--- config.mk ---
export PLATFORM = sky130hd
export DESIGN_NAME = lqls_cfg
export DESIGN_NICKNAME = d
export VERILOG_FILES = /design/src/sv/lqls_pkg.sv /design/src/sv/lqls_cfg.sv
export SDC_FILE = /design/constraint.sdc
export NUM_CORES = 1
export LEC_CHECK = 0
export BUFFER_PORTS_ARGS = -buffer_cell sky130_fd_sc_hd__buf_2
export CAP_MARGIN = 30
export CORE_UTILIZATION = 35
export DETAILED_ROUTE_END_ITERATION = 16
export PLACE_DENSITY = 0.59
export SYNTH_ARGS = -nofsm -noshare
export SYNTH_HDL_FRONTEND = slang
export SYNTH_SLANG_ARGS = --single-unit
--- constraint.sdc ---
create_clock -name i_clk -period 1.89 [get_ports i_clk]
set_input_delay 0.378 -clock i_clk [delete_from_list [all_inputs] [get_ports i_clk]]
set_output_delay 0.378 -clock i_clk [all_outputs]
set_load 0.02 [all_outputs]
--- src/sv/lqls_pkg.sv ---
// Shared types, register indexes, status and lane codes for the lane selector.
package lqls_pkg;

    localparam int CLIENT_SLOTS_DEF = 16;
    localparam int RTT_WINDOW_DEF   = 10;

    localparam int RTT_W   = 23;
    localparam int RUN_W   = 8;
    localparam int TIME_W  = 40;
    localparam int PID_W   = 31;
    localparam int PADDR_W = 5;

    localparam logic [2:0] REG_SLOW_LIMIT   = 3'd0;
    localparam logic [2:0] REG_SWING_LIMIT  = 3'd1;
    localparam logic [2:0] REG_STREAK_LIMIT = 3'd2;
    localparam logic [2:0] REG_COOLDOWN_MS  = 3'd3;
    localparam logic [2:0] REG_PORT_GREEN   = 3'd4;
    localparam logic [2:0] REG_PORT_YELLOW  = 3'd5;
    localparam logic [2:0] REG_PORT_RED     = 3'd6;

    localparam logic [2:0] ST_REGISTERED = 3'd0;
    localparam logic [2:0] ST_FULL       = 3'd1;
    localparam logic [2:0] ST_UNKNOWN    = 3'd2;
    localparam logic [2:0] ST_KEPT       = 3'd3;
    localparam logic [2:0] ST_SWITCHED   = 3'd4;

    localparam logic [1:0] LN_GREEN  = 2'd0;
    localparam logic [1:0] LN_YELLOW = 2'd1;
    localparam logic [1:0] LN_RED    = 2'd2;

    localparam logic OP_REGISTER = 1'b0;
    localparam logic OP_METRIC   = 1'b1;

    typedef struct packed {
        logic [RTT_W-1:0] slow_limit;
        logic [RTT_W-1:0] swing_limit;
        logic [7:0]       streak_limit;
        logic [31:0]      cooldown_ms;
        logic [15:0]      port_green;
        logic [15:0]      port_yellow;
        logic [15:0]      port_red;
    } t_cfg;

    typedef struct packed {
        logic [2:0]       status;
        logic [3:0]       slot;
        logic [PID_W-1:0] client_pid;
        logic [1:0]       lane;
        logic [15:0]      lane_port;
        logic [31:0]      dest_ip;
        logic [15:0]      dest_port;
        logic [RUN_W-1:0] loss_run;
        logic [RUN_W-1:0] slow_run;
        logic [RUN_W-1:0] swing_run;
    } t_res;

    // Saturating streak step: a miss clears the streak.
    function automatic logic [RUN_W-1:0] bump(input logic [RUN_W-1:0] run, input logic hit);
        logic [RUN_W-1:0] v;
        v = '0;
        if (hit) begin
            v = (run == '1) ? run : run + 1'b1;
        end
        return v;
    endfunction

endpackage

--- src/sv/lqls_cfg.sv ---
// APB configuration register file for the lane selector.
module lqls_cfg (
    input  logic                            i_clk,
    input  logic                            i_rst_n,
    input  logic                            i_psel,
    input  logic                            i_penable,
    input  logic                            i_pwrite,
    input  logic [lqls_pkg::PADDR_W-1:0]    i_paddr,
    input  logic [31:0]                     i_pwdata,
    output logic [31:0]                     o_prdata,
    output logic                            o_pready,
    output lqls_pkg::t_cfg                  o_cfg
);

    lqls_pkg::t_cfg r_cfg;
    logic [2:0]     idx;
    logic           wr;

    assign idx      = i_paddr[4:2];
    assign wr       = i_psel && i_penable && i_pwrite;
    assign o_pready = 1'b1;
    assign o_cfg    = r_cfg;

    always_ff @(posedge i_clk) begin
        if (!i_rst_n) begin
            r_cfg.slow_limit   <= 23'd1600;
            r_cfg.swing_limit  <= 23'd320;
            r_cfg.streak_limit <= 8'd3;
            r_cfg.cooldown_ms  <= 32'd10000;
            r_cfg.port_green   <= 16'd5000;
            r_cfg.port_yellow  <= 16'd6000;
            r_cfg.port_red     <= 16'd7000;
        end else if (wr) begin
            unique case (idx)
                lqls_pkg::REG_SLOW_LIMIT:   r_cfg.slow_limit   <= i_pwdata[22:0];
                lqls_pkg::REG_SWING_LIMIT:  r_cfg.swing_limit  <= i_pwdata[22:0];
                lqls_pkg::REG_STREAK_LIMIT: r_cfg.streak_limit <= i_pwdata[7:0];
                lqls_pkg::REG_COOLDOWN_MS:  r_cfg.cooldown_ms  <= i_pwdata;
                lqls_pkg::REG_PORT_GREEN:   r_cfg.port_green   <= i_pwdata[15:0];
                lqls_pkg::REG_PORT_YELLOW:  r_cfg.port_yellow  <= i_pwdata[15:0];
                lqls_pkg::REG_PORT_RED:     r_cfg.port_red     <= i_pwdata[15:0];
                default: ;
            endcase
        end
    end

    always_comb begin
        unique case (idx)
            lqls_pkg::REG_SLOW_LIMIT:   o_prdata = {9'd0, r_cfg.slow_limit};
            lqls_pkg::REG_SWING_LIMIT:  o_prdata = {9'd0, r_cfg.swing_limit};
            lqls_pkg::REG_STREAK_LIMIT: o_prdata = {24'd0, r_cfg.streak_limit};
            lqls_pkg::REG_COOLDOWN_MS:  o_prdata = r_cfg.cooldown_ms;
            lqls_pkg::REG_PORT_GREEN:   o_prdata = {16'd0, r_cfg.port_green};
            lqls_pkg::REG_PORT_YELLOW:  o_prdata = {16'd0, r_cfg.port_yellow};
            lqls_pkg::REG_PORT_RED:     o_prdata = {16'd0, r_cfg.port_red};
            default:                    o_prdata = '0;
        endcase
    end

endmodule

==> flow_metrics.py, run 1 <==
metrics = {
    "status": {
        "status": "finished with violations",
        "failed_checks": "setup timing",
    },
    "power": {
        "ir_worst_vdd_uv": 634,
        "p_int_mw": 5.62,
        "p_sw_mw": 1.66,
        "p_comb_frac": 0.095,
        "sw_frac_of_total": 0.228,
        "power.leakage_nw": 4.20,
        "p_per_area_mw_per_mm2": 829,
        "p_seq_frac": 0.394,
        "power.share.clock": 0.510,
    },
    "global_routing": {
        "grtUsageTotal": 0.226,
        "grt_pass1_wl_mm": 30.8,
        "antenna_found_initial": 0,
        "grt_overflow_total": 0,
        "grt_pass1_vias": 5372,
        "grt_max_degree": 47,
    },
    "critical_path": {
        "worst-setup-path-type": "reg -> out",
        "path_buf_inv": 1,
        "critPathMaxStageDelay_ps": 320,
        "path_depth": 4,
        "worstPathRequired_ps": 1510,
        "worst_r2r_path_depth": 3,
        "worstPathArrival_ps": 1660,
        "worstReg2RegStart": "o_cfg[36]",
        "cp_max_fo": 2,
        "critPathSlowestCell": "dfxtp_2",
        "worstSetupStartpointType": "flip-flop",
        "reg2reg_slack_ps": 1170,
        "cp_top_family": "compound AO/OA/AOI/OAI gates",
        "cp_cell_sequence": "mux2_4 -> a32o_1 -> a221o_1 -> buf_6",
        "r2r-end": "o_cfg[36]",
        "cp-startpoint": "o_cfg[124]",
        "critPathCapture": "o_prdata[13]",
        "endpoint_kind": "primary output",
    },
    "route": {
        "routed_wl_mm": 20.4,
        "drtAntennaViolNets": 0,
        "drt_first_pass_iters": 6,
        "drc_errors": 0,
        "first_iter_violations": 360,
        "vias_per_cell": 5.11,
        "vias": 5778,
        "wl_per_cell_um": 18.1,
    },
    "layout": {
        "fill_cells": 1611,
        "nets": 939,
        "syn2layout_area_growth_pct": 43.8,
        "largest_register_ffs": 134,
        "multi_input_area_mm2": 0.00318,
        "stdcell_count": 1130,
        "n_antenna_cell": 0,
        "drive_gt1_frac": 0.424,
        "seqCellArea_mm2": 0.00272,
    },
    "clock_tree": {
        "cts_tree": "yes",
        "htree_num_levels": 4,
        "path_clk_slew_ps": 60,
        "clock_latency_ps": 420,
        "ctsLongestPathBuffers": 2,
        "numCtsBuffers": 17,
        "cts_root_buf": "clkbuf_16",
        "cts_sinks": 134,
        "cts_hold_buf": 0,
    },
    "timing": {
        "clock_skew_ps": 0,
        "period_minus_slack_ps": 2030,
        "fin_ws_ps": -144,
        "period_share": 1.08,
        "fmax_mhz": 492,
        "hold_slack_ps": 196,
        "hold_viol_final": 0,
        "rsz0062_at_grt": "true",
        "final-max-slew-violation-count": 0,
        "finalSetupViolCount": 2,
    },
    "floorplan": {
        "dieArea_mm2": 0.0180,
        "core_area_mm2": 0.0168,
        "num_rows": 47,
        "die_x_um": 134,
        "fp.dieH_um": 134,
        "pin_count": 209,
        "start_util": 0.363,
    },
    "worst_hold_path": {
        "hp-class": "in -> reg",
        "hold_path_depth": 3,
    },
    "synth": {
        "synthArstFlopShare": 0,
        "yosys_warnings": 0,
        "synth_cell_type_count": 40,
        "synth_edf_count": 0,
        "synth-seq-cells": 134,
        "yosys.area.top_type": "dfxtp_1",
        "synthTopCellsByCount": "139 x nand2_1, 134 x dfxtp_1, 130 x mux2i_1",
        "avgSynthCellArea_um2": 9.45,
        "synth_most_common_cell": "nand2_1",
        "synth_top_area_frac": 0.439,
        "synth_ff_type": "dfxtp_1",
        "syn_area_mm2": 0.00610,
        "syn_inst": 646,
        "synthTopCellsByArea": "dfxtp_1 44%, mux2i_1 21%, nand2_1 8.5%",
        "synth_nets": 688,
        "seq_area_frac_synth": 0.439,
    },
    "run": {
        "maxCapViolCount": 0,
    },
    "place": {
        "hpwl_mm": 14.6,
        "dp_cells": 1082,
        "routabilityCongestion": 0.790,
        "numPortBuffers": 205,
        "pre_cts_ws_ps": -208,
    },
}
worst min-delay path by stage:
stage | from | endpoint | slack, ps
after global placement | o_cfg[102] | o_cfg[102] | 460
after floorplan | i_pwdata[23] | o_cfg[71] | 520
final | i_pwdata[30] | o_cfg[78] | 200
after CTS | i_pwdata[30] | o_cfg[78] | 180
after global routing | i_pwdata[8] | o_cfg[119] | 200
after detailed placement | o_cfg[71] | o_cfg[71] | 460
metrics by stage:
stage                util  area, um2  setup TNS [ps]  power [mW]
global placement    0.466       7830           -6950        3.58
floorplan               -       6150               0        3.29
CTS                 0.514       8640            -261        7.31
detailed placement  0.466       7830           -7870        3.58
finish              0.522       8780            -247        7.28
global route        0.522       8780            -536        7.49
power by group through the flow:
stage / Clock, mW / Combinational (mW) / Sequential, mW
floorplan: 0 / 0.332 / 2.96
global placement: 0 / 0.645 / 2.93
detailed placement: 0 / 0.646 / 2.93
CTS: 3.76 / 0.679 / 2.87
global route: 3.88 / 0.738 / 2.87
finish: 3.72 / 0.695 / 2.87
layout by cell type (no fill, tap or decap), drive strengths merged, types with 2 or more instances in the layout:
| master | n |
|---|---|
| a32o | 2 |
| mux2 | 15 |
| dfxtp | 134 |
| a221o | 4 |
| clkbuf | 24 |
| a22o | 2 |
| a2bb2oi | 4 |
| nand3 | 6 |
| bufinv | 5 |
| and2 | 9 |
| mux2i | 130 |
| nand2b | 2 |
| o221a | 5 |
| o21ai | 28 |
| nand4b | 3 |
| or3 | 4 |
| o311ai | 9 |
| buf | 286 |
| nor2b | 5 |
| nor2 | 15 |
| a221oi | 12 |
| clkinv | 2 |
| nand2 | 141 |
| a22oi | 7 |
| or2 | 2 |
| inv | 21 |
| a32oi | 3 |
| o211ai | 22 |
| nand4 | 3 |
cells by family after synthesis:
kind of cell,Yosys count,synth area share
simple gates,192,0.139
buf+inv,75,0.0582
flops,134,0.439
compound gates,99,0.122
mux,145,0.241
other cells,1,0.000614
worst min-delay path, delay by kind of cell:
family                 cells  cell delay [ps]
buffers and inverters      1              100
AND/OR/NAND/NOR            1               40
multiplexers               1               50
repair_timing:
action	4_1_cts	5_1_grt
pin swaps	7	12
endpoints found under the hold margin	0	0
gates resized for setup	41	27
buffers inserted	5	11
endpoints found under the setup margin	31	17
area by class of cell:
class                   instances  share of cell area
multi-input cells             437               0.362
flip-flops and latches        134               0.309
repair buffers                286               0.213
clock buffers                  24              0.0560
well taps                     220              0.0313
clock inverters                 8              0.0191
inverters                      21             0.00898
layer usage:
metal,up-vias,track usage,wire length (um)
met5,-,0,0
met3,28,0.0597,1250
met1,2763,0.287,9410
met4,0,0.0836,372
met2,209,0.366,9380
li1,2778,-,-
(Power assumes the default switching activity.)
==> run 2: changes to the inputs <==
MAX_ROUTING_LAYER = met4   (was unset)
==> run 2 against run 1 <==
  * The flow still finishes with violations (setup timing)
  * Global-route usage rose by 0.65 points
  * Clock skew did not move
  * Sequential share of layout area did not move
  * Power barely moved
  * Sequential cell count did not move
  * Worst hold slack improved by 2.8 ps
  * Largest cell class unchanged
  * Largest power group unchanged
==> flow_metrics.py, run 2 (synthesis gave the netlist of run 1 again) <==
metrics = {
    "timing": {
        "fmax_mhz": 495,
        "clock_skew_ps": 0,
        "finalSetupViolCount": 2,
        "period_share": 1.07,
        "hold_viol_final": 0,
        "fin_ws_ps": -132,
        "final-max-slew-violation-count": 0,
        "rsz0062_at_grt": "true",
        "period_minus_slack_ps": 2020,
    },
    "place": {
        "numPortBuffers": 205,
        "place_area_mm2": 0.00783,
        "hpwl_mm": 14.6,
        "routabilityCongestion": 0.801,
    },
    "route": {
        "drc_errors": 0,
        "drt_first_pass_iters": 6,
        "vias": 5778,
        "drtAntennaViolNets": 0,
        "first_iter_violations": 322,
        "wl_per_cell_um": 18.1,
        "routed_wl_mm": 20.5,
        "vias_per_cell": 5.11,
    },
    "global_routing": {
        "grt_pass1_vias": 5389,
        "grt_overflow_total": 0,
        "antenna_found_initial": 0,
        "grt_pass1_wl_mm": 30.8,
        "grt_max_degree": 47,
        "grtUsageTotal": 0.232,
    },
    "layout": {
        "layout_common_cells": "189 x buf_2, 139 x nand2_1, 130 x mux2i_1, 107 x dfxtp_1, 77 x buf_4",
        "fill_cells": 1611,
        "nets": 939,
        "drive_gt1_frac": 0.424,
        "syn2layout_area_growth_pct": 43.8,
        "largest_register_ffs": 134,
        "post-route-cell-area_mm2": 0.00878,
        "layout_commonest_cell": "buf_2",
        "n_antenna_cell": 0,
    },
    "critical_path": {
        "worstSetupStartpointType": "flip-flop",
        "reg2reg_slack_ps": 1170,
        "endpoint_kind": "primary output",
        "cp_max_fo": 2,
        "worst-setup-path-type": "reg -> out",
        "worst_r2r_path_depth": 2,
        "r2r-end": "o_cfg[80]",
        "worstPathArrival_ps": 1640,
        "worstPathRequired_ps": 1510,
        "worstReg2RegStart": "o_cfg[80]",
    },
    "floorplan": {
        "fp.dieH_um": 134,
        "start_util": 0.363,
        "dieArea_mm2": 0.0180,
        "die_x_um": 134,
        "num_rows": 47,
        "pin_count": 209,
        "core_area_mm2": 0.0168,
    },
    "worst_hold_path": {
        "hold_end": "o_cfg[78]",
        "hold_path_depth": 3,
        "hp-class": "in -> reg",
        "min-delay-start": "i_pwdata[30]",
    },
    "power": {
        "p_per_area_mw_per_mm2": 829,
        "power.leakage_nw": 4.20,
        "power_mw": 7.28,
        "ir_worst_vdd_uv": 628,
    },
    "clock_tree": {
        "htree_num_levels": 4,
        "cts_sinks": 134,
        "numCtsBuffers": 17,
        "cts_tree": "yes",
        "clock_latency_ps": 420,
        "ctsLongestPathBuffers": 2,
        "path_clk_slew_ps": 60,
        "cts_hold_buf": 0,
        "cts_root_buf": "clkbuf_16",
    },
    "run": {
        "maxCapViolCount": 0,
    },
    "status": {
        "failed_checks": "setup timing",
        "status": "finished with violations",
    },
}
## run 2: cell counts in the layout (fill, tap and decap cells not counted)
No cell type changed its count.
## run 2: worst max path at each step
stage / from / end / depth (start not counted)
floorplan: i_paddr[3] / o_prdata[14] / 4
global placement: i_paddr[2] / o_prdata[0] / 5
detailed placement: i_paddr[2] / o_prdata[3] / 5
CTS: o_cfg[124] / o_prdata[13] / 4
global route: o_cfg[124] / o_prdata[13] / 4
finish: o_cfg[124] / o_prdata[13] / 4
## run 2: layout make-up
type	instances	area, um2	share of cell area
clock inverter	8	168	0.0191
clock buffer	24	492	0.0560
sequential	134	2720	0.309
multi-input combinational	437	3180	0.362
timing repair buffer	286	1870	0.213
inverter	21	78.8	0.00898
tap	220	275	0.0313
## run 2: stage by stage
| step | std cells | worst slack, ps | TNS, ps | hold WS (ps) | util |
|---|---|---|---|---|---|
| 2_1_floorplan | 646 | 65.3 | 0 | 520 | - |
| 3_3_place_gp | 1082 | -203 | -6950 | 455 | 0.466 |
| 3_5_place_dp | 1082 | -208 | -7870 | 459 | 0.466 |
| 4_1_cts | 1119 | -154 | -261 | 182 | 0.514 |
| 5_1_grt | 1130 | -173 | -536 | 205 | 0.522 |
| 6_report | 1130 | -132 | -231 | 199 | 0.522 |
## run 2: worst max-delay path: stages (launching register included)
cell and delay [ps]:
dfxtp_2 320, mux2_4 260, a32o_1 210, a221o_1 290, buf_6 140
## run 2: what timing repair did
action	CTS	global route
buffers inserted	5	11
pin swaps	7	12
setup endpoints to repair	31	17
resized for setup	41	27
## run 2: routing by layer
metal	wire [um]	part of all wire	global-route usage	up-vias
met4	314	0.015	0.0836	0
met1	9340	0.46	0.285	2763
met2	9470	0.46	0.366	210
met5	0	0	-	-
li1	-	-	-	2780
met3	1330	0.065	0.0616	25
## run 2: report_power, final
| group | leakage (nW) | total, mW | switching (mW) | internal (mW) |
|---|---|---|---|---|
| logic | 2.79 | 0.695 | 0.403 | 0.292 |
| registers | 1.09 | 2.87 | 0.0206 | 2.85 |
| clock network | 0.320 | 3.71 | 1.23 | 2.48 |
==> run 3: changes to the inputs <==
--- a/config.mk
+++ b/config.mk
@@ -11,2 +11,3 @@
 export DETAILED_ROUTE_END_ITERATION = 16
+export GPL_ROUTABILITY_DRIVEN = 0
 export MAX_ROUTING_LAYER = met4
==> constraint.sdc (replaced) <==
create_clock -name i_clk -period 1.89 [get_ports i_clk]
set_input_delay 0.0945 -clock i_clk [delete_from_list [all_inputs] [get_ports i_clk]]
set_output_delay 0.0945 -clock i_clk [all_outputs]
set_load 0.02 [all_outputs]
==> run 3 against run 2 <==
  * The flow now finishes without violations
  * Non-clock buffer count shrank 20
  * Cell area is 5.1% lower
  * Sequential power is essentially flat
  * Final cell count is 1.8% lower
  * Critical path depth did not move
  * Count of clock-buffer cells in the layout decreased by 1
  * Critical endpoint unchanged
  * Largest cell class unchanged
  * Highest routed layer unchanged
==> flow_metrics.py, run 3 (synthesis gave the netlist of run 1 again) <==
metrics = {
    "status": {
        "status": "complete, no violations",
    },
    "floorplan": {
        "dieArea_mm2": 0.0180,
        "num_rows": 47,
        "pin_count": 209,
        "core_area_mm2": 0.0168,
        "start_util": 0.363,
        "fp.dieH_um": 134,
        "die_x_um": 134,
    },
    "clock_tree": {
        "cts_setup_buffers": 0,
        "htree_num_levels": 4,
        "cts_sinks": 134,
        "cts_tree": "yes",
        "ctsLongestPathBuffers": 2,
        "clock_latency_ps": 420,
        "path_clk_slew_ps": 50,
        "cts_root_buf": "clkbuf_16",
        "numCtsBuffers": 17,
    },
    "place": {
        "numPortBuffers": 205,
        "hpwl_mm": 14.0,
    },
    "timing": {
        "finalSetupViolCount": 0,
        "clock_skew_ps": 0,
        "slew-limit-headroom": 0.478,
        "hold_viol_final": 0,
        "tightest_slew_ps": 780,
        "rsz0062_at_grt": "false",
        "hold_slack_ps": 19.4,
        "final-max-slew-violation-count": 0,
        "fmax_mhz": 573,
        "period_share": 0.924,
        "setup_tns_ps": 0,
        "period_minus_slack_ps": 1750,
    },
    "critical_path": {
        "r2r-end": "o_cfg[121]",
        "worstSetupStartpointType": "flip-flop",
        "path_buf_inv": 1,
        "critPathSlowestCell": "dfxtp_1",
        "worst-setup-path-type": "reg -> out",
        "worst_r2r_path_depth": 2,
        "worstPathRequired_ps": 1800,
        "cp_cell_sequence": "mux2_2 -> a32o_1 -> a221o_1 -> buf_2",
        "reg2reg_slack_ps": 1190,
        "endpoint_kind": "primary output",
        "worstPathArrival_ps": 1650,
        "cp_top_family": "compound AO/OA/AOI/OAI gates",
        "worstReg2RegStart": "o_cfg[121]",
        "cp_max_fo": 3,
        "critPathMaxStageDelay_ps": 320,
    },
    "worst_hold_path": {
        "hp-class": "in -> reg",
        "hold_end": "o_cfg[80]",
        "min-delay-start": "i_pwdata[0]",
        "hold_path_depth": 3,
    },
    "route": {
        "drc_errors": 0,
        "wl_per_cell_um": 18.0,
        "first_iter_violations": 338,
        "drtAntennaViolNets": 0,
        "drt_first_pass_iters": 6,
        "vias_per_cell": 5.06,
        "vias": 5613,
        "routed_wl_mm": 19.9,
    },
    "global_routing": {
        "antenna_found_initial": 0,
        "grt_use_met1": 0.279,
        "met2_usage": 0.355,
        "grt-busiest-layer": "met2",
        "met3_usage": 0.0601,
        "grtUsageTotal": 0.225,
        "grt_max_degree": 60,
        "grt_overflow_total": 0,
        "grt_pass1_vias": 5196,
        "grt_pass1_wl_mm": 29.7,
    },
    "layout": {
        "drive_gt1_frac": 0.335,
        "syn2layout_area_growth_pct": 36.5,
        "nets": 919,
        "n_antenna_cell": 0,
        "layout_commonest_cell": "buf_2",
        "layout_common_cells": "204 x buf_2, 139 x nand2_1, 134 x dfxtp_1, 130 x mux2i_1, 31 x buf_4",
        "largest_register_ffs": 134,
    },
    "power": {
        "p_per_area_mw_per_mm2": 828,
        "power.leakage_nw": 3.96,
        "ir_worst_vdd_uv": 644,
    },
    "run": {
        "maxCapViolCount": 0,
    },
}
-- run 3: cell count changes in the layout (fill, tap and decap cells not counted), sizes merged --
cell and delta:
bufinv -2, buf -46, dlygate4sd3 +26, clkinv +3
clkbuf -1
-- run 3: timing repair --
action / CTS / global route
hold buffers: 26 / 0
resized for setup: 0 / 0
endpoints found under the hold margin: 44 / 0
-- run 3: report_power, final --
part | switching (mW) | leakage [nW] | internal (mW)
Sequential | 0.0207 | 1.08 | 2.85
Clock | 1.20 | 0.303 | 2.20
Combinational | 0.385 | 2.57 | 0.241
Total | 1.61 | 3.96 | 5.29
-- run 3: how the worst max path moves through the flow --
stage	slack (ps)	cells after the start	endpoint	from
after floorplan	450	3	o_prdata[0]	o_cfg[48]
after global placement	160	4	o_cfg[120]	i_paddr[4]
after detailed placement	150	4	o_cfg[121]	i_paddr[4]
after CTS	120	4	o_prdata[13]	o_cfg[101]
after global routing	100	4	o_prdata[13]	o_cfg[101]
final	140	4	o_prdata[13]	o_cfg[101]
-- run 3: final cells by class --
class / instances / area, um2
clock buffers: 23 / 488
clock inverters: 9 / 123
fillers: 1665 / 8480
inverters: 21 / 78.8
multi-input cells: 437 / 3070
flip-flops and latches: 134 / 2680
well taps: 220 / 275
repair buffers: 266 / 1610
-- run 3: worst min-delay path: cells and delay by family --
| kind | cells | cell delay [ps] |
|---|---|---|
| AOI/OAI and AO/OA | 1 | 120 |
| buffers and inverters | 2 | 160 |
-- run 3: metrics by stage --
step           cells  cell area (um2)  utilization  setup slack [ps]  total power, mW
2_1_floorplan    646             6100            -               451             3.28
3_3_place_gp    1052             7460        0.444               160             3.51
3_5_place_dp    1052             7460        0.444               149             3.51
4_1_cts         1110             8340        0.496               124             6.95
5_1_grt         1110             8340        0.496               101             7.13
6_report        1110             8340        0.496               144             6.90
-- run 3: routing by layer --
metal	part of all wire	vias to the layer above	routed length [um]
li1	-	2738	-
met1	0.45	2660	9000
met2	0.47	193	9370
met3	0.067	22	1330
met4	0.012	0	240
met5	0	-	0
